==> config.mk <==
export PLATFORM = sky130hd
export DESIGN_NAME = psod_cell
export DESIGN_NICKNAME = d
export VERILOG_FILES = /design/src/rtl/core/psod_pkg.sv /design/src/rtl/core/psod_cell.sv
export SDC_FILE = /design/constraint.sdc
export NUM_CORES = 1
export LEC_CHECK = 0
export BUFFER_PORTS_ARGS = -buffer_cell sky130_fd_sc_hd__buf_2
export CELL_PAD_IN_SITES_DETAIL_PLACEMENT = 2
export CELL_PAD_IN_SITES_GLOBAL_PLACEMENT = 2
export CORE_MARGIN = 4
export CORE_UTILIZATION = 26
export CTS_CLUSTER_SIZE = 24
export DETAILED_ROUTE_END_ITERATION = 8
export GPL_ROUTABILITY_DRIVEN = 0
export GPL_TIMING_DRIVEN = 0
export PLACE_DENSITY_LB_ADDON = 0.1
export SETUP_SLACK_MARGIN = 0.1
export SLEW_MARGIN = 30
export SYNTH_ARGS = -nofsm -noshare
export SYNTH_HDL_FRONTEND = slang
export SYNTH_SLANG_ARGS = --single-unit
==> constraint.sdc <==
create_clock -name clk -period 0.8 [get_ports clk]
set_input_delay 0.16 -clock clk [delete_from_list [all_inputs] [get_ports clk]]
set_output_delay 0.16 -clock clk [all_outputs]
set_load 0.01 [all_outputs]
==> src/rtl/core/psod_pkg.sv <==
package psod_pkg;

	localparam int MAX_LINE_LENGTH_DEF = 4096;
	localparam int MIN_LINE_LENGTH     = 7;
	localparam int MAX_RESULTS         = 7;
	localparam int WIN_CELLS           = 7;
	localparam int LEAD_CELLS          = 6;
	localparam int RES_DEPTH           = 16;
	localparam int RSV_LIMIT           = RES_DEPTH - MAX_RESULTS;

	localparam logic [12:0] LINE_LENGTH_RST = 13'd100;
	localparam logic [23:0] INV_SPACING_RST = 24'd65536;

	localparam logic [0:0] REG_LINE_LENGTH = 1'b0;
	localparam logic [0:0] REG_INV_SPACING = 1'b1;

	localparam logic signed [24:0] TAP_A = 25'sd279620;
	localparam logic signed [24:0] TAP_B = 25'sd2516582;
	localparam logic signed [24:0] TAP_C = 25'sd12582912;

	typedef logic signed [31:0] smp_t;

	typedef struct packed {
		logic signed [31:0] sample;
	} sample_word_t;

	typedef struct packed {
		logic signed [31:0] derivative;
		logic [11:0]        position;
		logic               line_done;
	} result_word_t;

	typedef struct packed {
		logic [11:0] position;
		logic        line_done;
	} tag_t;

endpackage

==> src/rtl/core/psod_cell.sv <==
module psod_cell
	import psod_pkg::*;
(
	input  logic clk,
	input  logic en,
	input  smp_t d,
	output smp_t q
);

	smp_t val_q;

	always_ff @(posedge clk) begin
		if (en) begin
			val_q <= d;
		end
	end

	assign q = val_q;

endmodule

* Word-level counts from Yosys, hierarchy flattened *
Cells that the tools add are included.

word-level totals
  register bits = 32
  output and inout bits = 32
  word-level logic and storage cells = 1
  bits of input ports = 34

* Logic depth before layout (Yosys ltp) *
Gate-level depths: netlist (run 1).

  depth in word-level cells = 0
  gate-level depth with buffers = 0
  mapped depth without buffers = 0

* Worst setup path before layout (run 1) *
OpenSTA, ideal clock, no wires.

  path type = register -> output
  from = register val_q[0] (netlist: q[0])
  to = output port q[0]
  cell stages (with the launch flop) = 1
  data required time = 0.640 ns
  path buffers = 0
  data arrival time = 0.394 ns
  slack = 0.246 ns
  path through = edfxtp_1

RTL lines
  item                      RTL line         text
  start: declaration        psod_cell.sv:10  smp_t val_q;
  start signal: assignment  psod_cell.sv:14  val_q <= d;
  end: declaration          psod_cell.sv:7   output smp_t q

No word-level cell between the ends.

* Worst setup path in the final report (run 1) *
  from = register val_q[11] (netlist: q[11])
  to = output port q[11]

No word-level cell between the ends.

==> flow_summary.ini, run 1 <==
[outcome]
outcome = finished with violations
violations = setup timing

[critical_path]
path_buf_inv = 1
critPathTopFamily = flip-flops
slowest_stage = edfxtp_1
critPathArrivalTime_ns = 0.80
worstSetupPathType = reg2out
crit_path_end = q[11]
path_cells = buf_2
crit_start = q[11]$_DFFE_PP_
crit_fanout = 1
end_kind = primary output
crit_cells = 1
cp-start-kind = flop
cpPeakStageDelay_ns = 0.37
required_ns = 0.64

[sta]
report.final.slew_viol_count = 0
fmax_mhz = 1043
layout_setup_ws_ns = -0.1585
hold_viol_final = 0
tightest_slew_ns = 0.3963
rsz0062_at_grt = true
fin_tns_setup_ns = -4.378
finalCritPeriodShare_pct = 119.8
period_minus_slack_ns = 0.9585
setup_viol = 32
relSlewSlack_pct = 73.58

[finish]
num-fill-cells = 351
multi_input_comb_cells = 0
multi_input_area_um2 = 0
area_growth_pct = 48.70
largest_register_ffs = 32
diodes = 0
finalNetCount = 138
drive_above_1_share_pct = 68.57

[global_route]
track_usage_pct = 9.210
globalRoute.totalOverflow = 0
grt_pass1_vias = 633
grt_pass1_wl_um = 2870
antenna_found_initial = 0
grt_start_max_net_pins = 33

[clock_tree]
cts_sinks = 32
numCtsBuffers = 5
path_clk_slew_ns = 0.06
cts_max_level = 2
cts_root_buf = clkbuf_8
cts_hold_buf = 0
cts_buffer_depth = 2
tritoncts = yes

[synth]
yosysTopAreaCellShare_pct = 100.0
yosysUniqueCellTypes = 1
synth_largest_area_cell = edfxtp_1
synthesis.instances = 32
syn_area_um2 = 960.9
yosysWarnings = 0
ys_seq_area_share_pct = 100.0
syn_avg_cell_area_um2 = 30.03
syn-num-nets = 66
synth_seq_cells = 32
synth_area_leaders = edfxtp_1 100%

[hold_path]
min_path_cells = 1
hold_path.class = in2reg

[die]
num_rows = 21
chipWidth_um = 68.80
die_h_um = 68.80
start_util_pct = 27.92
dieArea_um2 = 4733
coreArea_um2 = 3442
io_pins = 66

[route]
ant_nets = 0
viasPerCell = 3.960
drt_pass1_iterations = 4
vias = 598
drt_iter0_drc = 34
wl_per_cell_um = 13.28
drc_errors = 0
drt_wl_total_um = 2005

[placed_design]
port_buffers = 65
pre_cts_slack_ns = -0.3226

[flow_run]
drv_cap = 0

[power]
p_leak_nw = 0.6151
power_density_nw_per_um2 = 2421
ir_drop_mv = 1.052
==> how the worst min path moves through the flow <==
stage	start	end	slack [ns]
2_1_floorplan	d[0]	q[0]$_DFFE_PP_	0.26
3_3_place_gp	d[17]	q[17]$_DFFE_PP_	0.34
3_5_place_dp	d[21]	q[21]$_DFFE_PP_	0.34
4_1_cts	d[21]	q[21]$_DFFE_PP_	0.04
5_1_grt	d[12]	q[12]$_DFFE_PP_	0.03
6_report	d[21]	q[21]$_DFFE_PP_	0.05
==> where the power goes <==
part,switching (mW),internal (mW)
Combinational,0.162,0.139
Clock,0.550,0.588
Sequential,0.0270,1.99
Total,0.739,2.72
==> synth_stat cells <==
cell and n:
edfxtp_1 32
==> cells by family after synthesis <==
group,Yosys count,share of synthesized area (%)
DFF,32,100.0
==> placed cells by master (no fill, tap or decap), drive strengths merged <==
cell	synthesis	routed
buf	0	65
edfxtp	32	32
clkbuf	0	5
clkinv	0	3
==> through the flow <==
step | cell area (um^2) | total power [mW] | instances | hold slack [ns] | util, %
after floorplan | 960.9 | 2.137 | 32 | 0.2589 | -
after global placement | 1344 | 2.358 | 143 | 0.3364 | 39.04
after detailed placement | 1344 | 2.368 | 143 | 0.3383 | 39.04
after CTS | 1429 | 3.529 | 151 | 0.03978 | 41.51
after global routing | 1429 | 3.645 | 151 | 0.03147 | 41.51
final | 1429 | 3.459 | 151 | 0.05237 | 41.51
==> final cells by class <==
cell class	instances	area, um^2	area share (%)
sequential	32	960.9	67.25
clock buffer	5	68.82	4.816
clock inverter	3	13.76	0.9632
timing repair buffer	65	327.8	22.94
tap	46	57.56	4.028
==> layer usage <==
metal  GRT usage (%)  up-vias  part of all wire, %
li1                -      272                    -
met1           7.269      281                   31
met3           7.455        6                   15
met5               0        -                    0
met2           15.61       39                   52
met4           5.109        0                  1.8
==> timing repair <==
item / 4_1_cts / 5_1_grt
gates resized for setup: 1 / 0
endpoints found under the setup margin: 64 / 32
gates cloned: 0 / 0
setup buffers: 0 / 0
(Power assumes the default switching activity.)
==> inputs of run 2 (changes only) <==
--- a/config.mk
+++ b/config.mk
@@ -10,3 +10,2 @@
 export CELL_PAD_IN_SITES_GLOBAL_PLACEMENT = 2
-export CORE_MARGIN = 4
 export CORE_UTILIZATION = 26
==> constraint.sdc (replaced) <==
create_clock -name clk -period 0.8 [get_ports clk]
set_input_delay 0.12 -clock clk [delete_from_list [all_inputs] [get_ports clk]]
set_output_delay 0.12 -clock clk [all_outputs]
set_load 0.01 [all_outputs]
==> run 2 against run 1 <==
Against the previous run:
- the run still ends with setup timing left
- sequential power barely moved
- flip-flop and latch count did not move
- global-route usage rose by 0.93 points
- via count fell by 1.7%
- highest routed layer unchanged
==> flow_summary.ini, run 2 (synthesized netlist as in run 1, its figures left out) <==
[clock_tree]
cts_root_buf = clkbuf_8
cts_hold_buf = 0
cts_max_level = 2
numCtsBuffers = 5
path_clk_slew_ns = 0.06
cts_buffer_depth = 2
tritoncts = yes
cts_sinks = 32

[critical_path]
end_kind = primary output
cp-start-kind = flop
worstSetupPathType = reg2out
cpPeakStageDelay_ns = 0.38
path_buf_inv = 1
path_cells = buf_2
slowest_stage = edfxtp_1
required_ns = 0.68
critPathArrivalTime_ns = 0.80
critPathTopFamily = flip-flops
crit_fanout = 1

[sta]
period_minus_slack_ns = 0.9165
fin_tns_setup_ns = -2.875
rsz0062_at_grt = true
relSlewSlack_pct = 73.72
finalCritPeriodShare_pct = 114.6
setup_viol = 32
tightest_slew_ns = 0.3942
report.final.slew_viol_count = 0
fmax_mhz = 1091
hold_ws_ns = 0.01945
layout_setup_ws_ns = -0.1165
hold_viol_final = 0

[power]
p_leak_nw = 0.6097
ir_drop_mv = 1.025
power_density_nw_per_um2 = 2412
power_mw = 3.440

[route]
drc_errors = 0
drt_iter0_drc = 13
wl_met3_um = 163
wl_per_cell_um = 12.13
ant_nets = 0
drt_pass1_iterations = 4
drt_wl_total_um = 1832
wl_met1_um = 641
viasPerCell = 3.894
wl_met2_um = 998
vias = 588
top_layer_used = met4

[global_route]
track_usage_pct = 10.14
grt_pass1_wl_um = 2835
globalRoute.totalOverflow = 0
grt_start_max_net_pins = 33
grt_pass1_vias = 662
antenna_found_initial = 0

[finish]
drive_above_1_share_pct = 66.67
final_common_cell = buf_2
diodes = 0
fin_area_um2 = 1426
finalNetCount = 138
multi_input_comb_cells = 0
area_growth_pct = 48.44
largest_register_ffs = 32
instances_no_fill = 151
multi_input_area_um2 = 0
mostFrequentLayoutCells = 64 x buf_2, 32 x edfxtp_1, 5 x clkbuf_8

[die]
chipWidth_um = 62.80
io_pins = 66
start_util_pct = 27.92
dieArea_um2 = 3943
die_h_um = 62.80
num_rows = 21
coreArea_um2 = 3442

[placed_design]
placed_area_um2 = 1344
port_buffers = 65
placedCellCount = 143

[hold_path]
hold_path.class = in2reg

[outcome]
outcome = finished with violations
violations = setup timing

[flow_run]
drv_cap = 0
==> run 2: cell count changes in the layout (fill, tap and decap cells not counted) <==
| cell | change |
|---|---|
| clkbuf_1 | +2 |
| clkinv_2 | -2 |
==> run 2: layout make-up <==
class,count,area (um^2)
Tap cell,46,57.56
Timing Repair Buffer,65,327.8
Fill cell,351,2016
Sequential cell,32,960.9
Clock inverter,1,3.754
Clock buffer,7,76.32
==> run 2: timing repair <==
item | in CTS | in global routing
setup buffers | 0 | 0
gates resized for setup | 1 | 0
gates cloned | 0 | 0
endpoints found under the setup margin | 64 | 32
==> run 2: path summary, 6_finish.rpt <==
kind                        start              end  slack, ns  cells after the start
hold / removal              d[19]  q[19]$_DFFE_PP_       0.02                      1
setup / recovery  q[12]$_DFFE_PP_            q[12]      -0.12                      1
==> run 2: layer usage <==
layer	global-route usage, %	up-vias
met5	0	-
met3	4.380	4
met1	8.873	272
li1	-	272
met2	18.34	40
met4	6.977	0
==> run 2: stage by stage <==
step	setup slack (ns)	util (%)
floorplan	0.2862	-
global placement	-0.2637	39.04
detailed placement	-0.2786	39.04
CTS	-0.1307	41.44
global route	-0.1518	41.44
finish	-0.1165	41.44
==> run 2: report_power, final <==
group | switching, mW | internal, mW
Combinational | 0.160 | 0.139
Sequential | 0.0277 | 1.99
Clock | 0.516 | 0.604
