<file path="config.mk">
export PLATFORM = sky130hd
export DESIGN_NAME = psod_fifo_flat
export DESIGN_NICKNAME = d
export VERILOG_FILES = /design/src/rtl/core/psod_pkg.sv /design/src/rtl/core/psod_if.sv /design/src/rtl/core/psod_fifo.sv /design/src/flat_wrapper.sv
export SDC_FILE = /design/constraint.sdc
export NUM_CORES = 1
export LEC_CHECK = 0
export ABC_AREA = 1
export BUFFER_PORTS_ARGS = -buffer_cell sky130_fd_sc_hd__clkbuf_2
export CAP_MARGIN = 0
export CORE_ASPECT_RATIO = 0.7
export CORE_UTILIZATION = 45
export DETAILED_ROUTE_END_ITERATION = 12
export PLACE_DENSITY_LB_ADDON = 0.12
export SKIP_CTS_REPAIR_TIMING = 1
export SYNTH_ARGS = -nofsm -noshare
export SYNTH_HDL_FRONTEND = slang
export SYNTH_SLANG_ARGS = --single-unit
</file>
<file path="constraint.sdc">
create_clock -name clk -period 2.4 [get_ports clk]
set_clock_uncertainty 0.15 [all_clocks]
set_input_delay 0.48 -clock clk [delete_from_list [all_inputs] [get_ports clk]]
set_output_delay 0.48 -clock clk [all_outputs]
set_load 0.01 [all_outputs]
</file>
<file path="src/rtl/core/psod_pkg.sv">
package psod_pkg;

	localparam int MAX_LINE_LENGTH_DEF = 4096;
	localparam int MIN_LINE_LENGTH     = 7;
	localparam int MAX_RESULTS         = 7;
	localparam int WIN_CELLS           = 7;
	localparam int LEAD_CELLS          = 6;
	localparam int RES_DEPTH           = 16;
	localparam int RSV_LIMIT           = RES_DEPTH - MAX_RESULTS;

	localparam logic [12:0] LINE_LENGTH_RST = 13'd100;
	localparam logic [23:0] INV_SPACING_RST = 24'd65536;

	localparam logic [0:0] REG_LINE_LENGTH = 1'b0;
	localparam logic [0:0] REG_INV_SPACING = 1'b1;

	localparam logic signed [24:0] TAP_A = 25'sd279620;
	localparam logic signed [24:0] TAP_B = 25'sd2516582;
	localparam logic signed [24:0] TAP_C = 25'sd12582912;

	typedef logic signed [31:0] smp_t;

	typedef struct packed {
		logic signed [31:0] sample;
	} sample_word_t;

	typedef struct packed {
		logic signed [31:0] derivative;
		logic [11:0]        position;
		logic               line_done;
	} result_word_t;

	typedef struct packed {
		logic [11:0] position;
		logic        line_done;
	} tag_t;

endpackage

</file>
<file path="src/rtl/core/psod_if.sv">
interface psod_if #(
	parameter type T = logic
) ();
	logic valid;
	logic ready;
	T     data;

	modport source (output valid, output data, input ready);
	modport sink (input valid, input data, output ready);
endinterface

</file>
<file path="src/rtl/core/psod_fifo.sv">
module psod_fifo
	import psod_pkg::*;
(
	input  logic         clk,
	input  logic         arst_n,
	input  logic         push,
	input  result_word_t push_data,
	psod_if.source       results
);

	localparam int PW = $clog2(RES_DEPTH);
	localparam int CNW = $clog2(RES_DEPTH + 1);

	result_word_t   mem_q [RES_DEPTH];
	logic [PW-1:0]  wr_q, rd_q;
	logic [CNW-1:0] cnt_q;
	logic           pop;

	assign results.valid = cnt_q != '0;
	assign results.data  = mem_q[rd_q];
	assign pop           = results.valid && results.ready;

	always_ff @(posedge clk) begin
		if (push) begin
			mem_q[wr_q] <= push_data;
		end
	end

	always_ff @(posedge clk or negedge arst_n) begin
		if (!arst_n) begin
			wr_q  <= '0;
			rd_q  <= '0;
			cnt_q <= '0;
		end else begin
			if (push) begin
				wr_q <= (wr_q == PW'(RES_DEPTH - 1)) ? '0 : wr_q + 1'b1;
			end
			if (pop) begin
				rd_q <= (rd_q == PW'(RES_DEPTH - 1)) ? '0 : rd_q + 1'b1;
			end
			cnt_q <= cnt_q + CNW'(push) - CNW'(pop);
		end
	end

endmodule

</file>
<file path="src/flat_wrapper.sv">
// flat-port wrapper written by rule: the top's interface ports become plain ports
module psod_fifo_flat import psod_pkg::*;
  (clk, arst_n, push, push_data, results_valid, results_data, results_ready);
  psod_if results_i ();
  input  logic clk;
  input  logic arst_n;
  input  logic push;
  input  result_word_t push_data;
  output wire logic [$bits(results_i.valid)-1:0] results_valid;
  output wire logic [$bits(results_i.data)-1:0] results_data;
  input wire logic [$bits(results_i.ready)-1:0] results_ready;
  assign results_valid = results_i.valid;
  assign results_data = results_i.data;
  assign results_i.ready = results_ready;
  psod_fifo u_core (.clk(clk), .arst_n(arst_n), .push(push), .push_data(push_data), .results(results_i));
endmodule
</file>
Word-level counts from Yosys, hierarchy flattened

Memories as Yosys holds them, arrays and structs flattened.
Cells that the tools add are included.

Output and inout port bits: 2
Register bits after elaboration: 13
Memories: 1
Input port bits: 49
RAM bits: 720

Memory list:

| memory       | depth | width | rd ports | clocked after memory_dff | wr ports | RTL line        | RTL |
|---|---|---|---|---|---|---|---|
| u_core.mem_q | 16    | 45    | 1        | 0                        | 1        | psod_fifo.sv:14 | `result_word_t mem_q [RES_DEPTH];` |

Reduce and logical (&&, ||, !) cells: 2
Mux-type cells: 4
Add/sub/neg operators: 4
Equality and inequality tests: 2

Operator list:

| kind                                                          | count |
|---|---|
| 4-bit by 1-bit adder with 4-bit output, second input constant | 2 |
| 4-bit == test, second input constant                          | 2 |
| 4-bit 2-to-1 mux                                              | 2 |
| 5-bit by 1-bit adder with 5-bit output                        | 1 |
| 5-bit nonzero test                                            | 1 |
| 5-bit by 1-bit subtractor with 5-bit output                   | 1 |
| 1-bit 2-to-1 mux                                              | 2 |
| 1-bit logical AND                                             | 1 |

Depth between registers and ports, before layout

Depth after elaboration: 3
Gate-level depth with buffers: 13

Worst setup path after synthesis

No wires, ideal clock.

Path kind: reg2reg
Start point: register u_core.cnt_q[3]
End point: register u_core.cnt_q[4]
Stages on the path, launching flop included: 14
Data arrival time: 2144 ps
Path slack: -22 ps
Required time: 2122 ps
Buffers on the path: 0
Cell sequence: dfrtp_1 inv_1 ha_1 nand3_1 nand2_1 inv_2 ha_1 inv_1 ha_1 inv_1 fa_1 o21ai_0 a21oi_1 xor2_1

Longest elaborated chain between the ends: 3
Elaborated cells on any way between the ends: 4

Ends and longest elaborated chain:

| what                                        | RTL line          | RTL |
|---|---|---|
| start, declared                             | psod_fifo.sv:16   | `logic [CNW-1:0] cnt_q;` |
| start signal, assigned                      | psod_fifo.sv:41   | `cnt_q <= cnt_q + CNW'(push) - CNW'(pop);` |
| 5-bit nonzero test                          | psod_fifo.sv:19   | `assign results.valid = cnt_q != '0;` |
| named net results_valid                     | flat_wrapper.sv:9 | `output wire logic [$bits(results_i.valid)-1:0] results_valid;` |
| 1-bit logical AND                           | psod_fifo.sv:21   | `assign pop = results.valid && results.ready;` |
| named net u_core.pop                        | psod_fifo.sv:17   | `logic pop;` |
| 5-bit by 1-bit subtractor with 5-bit output | psod_fifo.sv:41   |  |

The timed path passes the listed nets, and every way through them passes these cells.
A chain may end at the register's enable or synchronous reset.

Worst setup path after layout

Start point: register u_core.cnt_q[3]
End point: register u_core.cnt_q[4]

Longest elaborated chain between the ends: 3
Elaborated cells on any way between the ends: 4

Ends and longest elaborated chain:

| what                                        | RTL line |
|---|---|
| 5-bit nonzero test                          | psod_fifo.sv:19 |
| 1-bit logical AND                           | psod_fifo.sv:21 |
| named net u_core.pop                        | psod_fifo.sv:17 |
| 5-bit by 1-bit subtractor with 5-bit output | psod_fifo.sv:41 |

The timed path passes the listed nets, and every way through them passes these cells.

==> results by stage <==
Setup path:
- Along the worst path, the maximum fanout reaches 2.
- The number of cells on the worst reg-to-reg path is 13.
- The kind of end point of the critical path is a flop.
- The family with the most delay on the worst path is adder cells.
- The largest individual stage delay along the critical path comes from the cell fa_2.
- Counting both buffers and inverters, the worst setup path holds a total of 4.
- For the worst setup path, the data arrival time is 2340 ps.
- The worst register-to-register path begins at u_core.cnt_q[3]$_DFF_PN0_.
- The reg-to-reg endpoint is u_core.cnt_q[4]$_DFF_PN0_.
- For flop-to-flop paths, the worst setup slack is 70 ps.
- The signal on the critical path passes through inv_2, ha_4, nand3_4, nand2_2, inv_2, ha_4, inv_2, ha_4, inv_1, fa_2, o21ai_2, a21oi_2, xor2_1.
- At the worst endpoint, the required time is 2410 ps.
- The startpoint kind of the worst setup timing path is a flop.
- On the worst path, the slowest cell contributes a delay of 410 ps.
- The critical path is of the flop to flop type.
- The launching element of the worst setup path is u_core.cnt_q[3]$_DFF_PN0_.

Final layout:
- The most common library cell in the layout ignoring fill and taps is nand2_1.
- The final non-filler cell total is 241.
- The filler cells instantiated in the layout total 295.
- The share of cells above drive strength 1 is 0.170.
- The diode insertion count for antenna repair is 0.
- The multi-input logic area is 643 sq um.
- In the layout the commonest cells are nand2_1 (38), inv_1 (33), nand3_1 (19).
- Compared with the post-synthesis result, the final layout area differs by 18.1%.
- The area taken by flip-flops and latches is 806 sq um.
- At the end of the flow, the number of nets in the layout was 254.

Power and ir drop:
- VDD sags by at most 0.507 mV.
- In this run the static leakage power is 0.863 nW.
- The power per standard cell area is 1170 nW/um^2.

Placement:
- The congestion estimate from routability-driven global placement came to 0.802.
- The count of buffers added on input and output ports is 6.
- The cell count after placement is 231.
- Summed over all nets, the half-perimeter wirelength after detailed placement is 2020 um.
- OpenSTA, run right after detailed placement, puts the worst setup slack at -121 ps.

Yosys:
- The share of synthesized area in the top cell type comes to 0.311.
- The number of distinct library cells after synthesis is 17.
- The yosys synthesis warning count is 0.
- The count of state elements after synthesis is 29.
- The sequential element share of the synthesized area is 0.522.
- In the post-synthesis netlist, the biggest area contributors are edfxtp_1 (31%), dfrtp_1 (21%), nand2_1 (9.5%).
- The synthesized netlist occupies a cell area of 1540 sq um.
- The average cell area after synthesis is 8.82 sq um.
- The biggest area consumer among synthesized cells is edfxtp_1.
- The number of nets in the synthesized netlist is 236.
- Counting every instance in the synthesized netlist gives 175.

GRT:
- The initial antenna violation count was 0.
- The sum of overflow across all layers after global routing is 0.
- The via count of the first global-routing pass was 1040.
- The total track usage is 0.178.
- The largest net degree at the start of global routing is 17.
- The wire length of the first global-routing pass is 4750 um.

Detailed routing:
- The post-detailed-route DRC marker count is 0.
- In the routed layout, each cell is associated on average with a via count of 4.59.
- For this block, the via count after detailed routing is 1107.
- The first detailed-routing pass ran for 4 iterations.
- The total wirelength of the detailed-routed design is 2780 um.
- Dividing the detail-routed wire length by the instance count gives 11.5 um.
- The post-detailed-route count of antenna-violating nets is 0.
- The detailed router finished its first iteration with 87 violations.

Clock network:
- The clock drives 29 sinks.
- The buffer levels on the longest clock path is 2.
- The clock transition at the registers of the reported paths is 70 ps.
- Buffers inserted during clock tree synthesis total 5.
- The cell at the root of the clock tree is clkbuf_8.
- Clock latency on the worst-skew pair, taken at its later pin, is 270 ps.
- TritonCTS built the clock tree.
- The level count of the clock H-tree is 2.

Floorplan:
- The width of the chip is 72.0 um.
- The I/O pin count is 51.
- The area of the die is 3670 sq um.
- For this configuration, the core starts out at a cell density of 0.480.
- The number of core rows is 17.
- From bottom edge to top edge, the die measures 51.0 um.
- The area of the placeable core is 3210 sq um.

STA:
- For the pin with the worst max-slew slack, the measured transition is 405 ps.
- The worst pin sits at a relative slew slack of 0.730.
- The setup TNS is 0 ps.
- The worst path setup slack after routing is 73.7 ps.
- Based on the critical path, the design can be clocked at up to 0.430 GHz.
- The number of failing setup endpoints in the final timing report is 0.
- The share of the clock period used by the worst path is 0.969.
- The shortest clock period the worst path allows after layout is 2330 ps.
- The number of slew-limit violations in the final report came to 0.
- The number of failing hold endpoints at the final stage is 0.

Run:
- Max-cap violations in this run came to 0.

Min path:
- The worst hold path cell count is 3.
- The startpoint of the lowest-slack hold path is push.
- The endpoint of the worst hold-timing path is u_core.wr_q[1]$_DFFE_PN0P_.
- The tightest min-delay check is of the primary input to flop type.

Outcome:
- The run finished with clean final reports.
==> layer usage <==
| layer | track usage | up-vias | share of wire |
|---|---|---|---|
| met5 | 0 | - | 0 |
| met4 | 0.0752 | 0 | 0.0050 |
| met3 | 0.0533 | 2 | 0.040 |
| met2 | 0.258 | 18 | 0.44 |
| met1 | 0.248 | 505 | 0.52 |
| li1 | - | 582 | - |
==> through the flow <==
stage          total power, mW   util  area [sq um]  hold WS [ps]
6_report                  2.12  0.567          1820           429
3_3_place_gp              1.58  0.516          1660           243
4_1_cts                   2.01  0.543          1740         -50.7
2_1_floorplan             1.38      -          1550          34.4
5_1_grt                   2.35  0.567          1820           450
3_5_place_dp              1.62  0.516          1660           250
==> synth_stat cells (all sizes together) <==
| cell type | instances |
|---|---|
| ha | 11 |
| nand2 | 39 |
| a21oi | 2 |
| buf | 2 |
| or2 | 1 |
| nand4 | 1 |
| nor2 | 18 |
| o21ai | 8 |
| dfrtp | 13 |
| inv | 38 |
| fa | 1 |
| xnor2 | 1 |
| edfxtp | 16 |
| xor2 | 4 |
| nand3 | 20 |
==> flip-flops by register name (all words and copies together), names as in the netlist <==
register,flops
u_core.rd_q,4
u_core.cnt_q,5
u_core.wr_q,4
u_core.mem_q,16
==> final cells by class <==
type                    instances  area share
clock buffers                   5      0.0378
clock inverters                 3     0.00962
inverters                      38      0.0783
multi-input cells             106       0.353
flip-flops and latches         29       0.442
well taps                      47      0.0323
repair buffers                 13      0.0467
==> how the worst max path moves through the flow <==
stage                                      endpoint  slack [ps]  cells after the start
after CTS                 u_core.cnt_q[4]$_DFF_PN0_        -150                     13
after floorplan           u_core.cnt_q[4]$_DFF_PN0_          10                     13
final                     u_core.cnt_q[4]$_DFF_PN0_          70                     13
after global placement    u_core.cnt_q[4]$_DFF_PN0_         -70                     13
after detailed placement  u_core.cnt_q[4]$_DFF_PN0_        -120                     13
after global routing      u_core.cnt_q[4]$_DFF_PN0_         -20                     13
==> report_power, final <==
group          switching, mW  internal, mW
sequential             0.140         0.662
combinational          0.523         0.404
clock                  0.194         0.200
total                  0.857          1.27
==> worst min-delay path: stages <==
cell	delay [ps]
clkbuf_2	180
nand2_1	80
o21ai_0	70
==> kinds of logic after synthesis <==
| group | after synthesis | share of synthesized area |
|---|---|---|
| buffers and inverters | 40 | 0.103 |
| flip-flops | 29 | 0.522 |
| AND/OR/NAND/NOR | 79 | 0.212 |
| AO/OA/AOI/OAI | 10 | 0.0324 |
| XOR/XNOR | 5 | 0.0284 |
| adder cells (fa/ha/maj) | 12 | 0.102 |
Power figures use the tool's default switching activity.
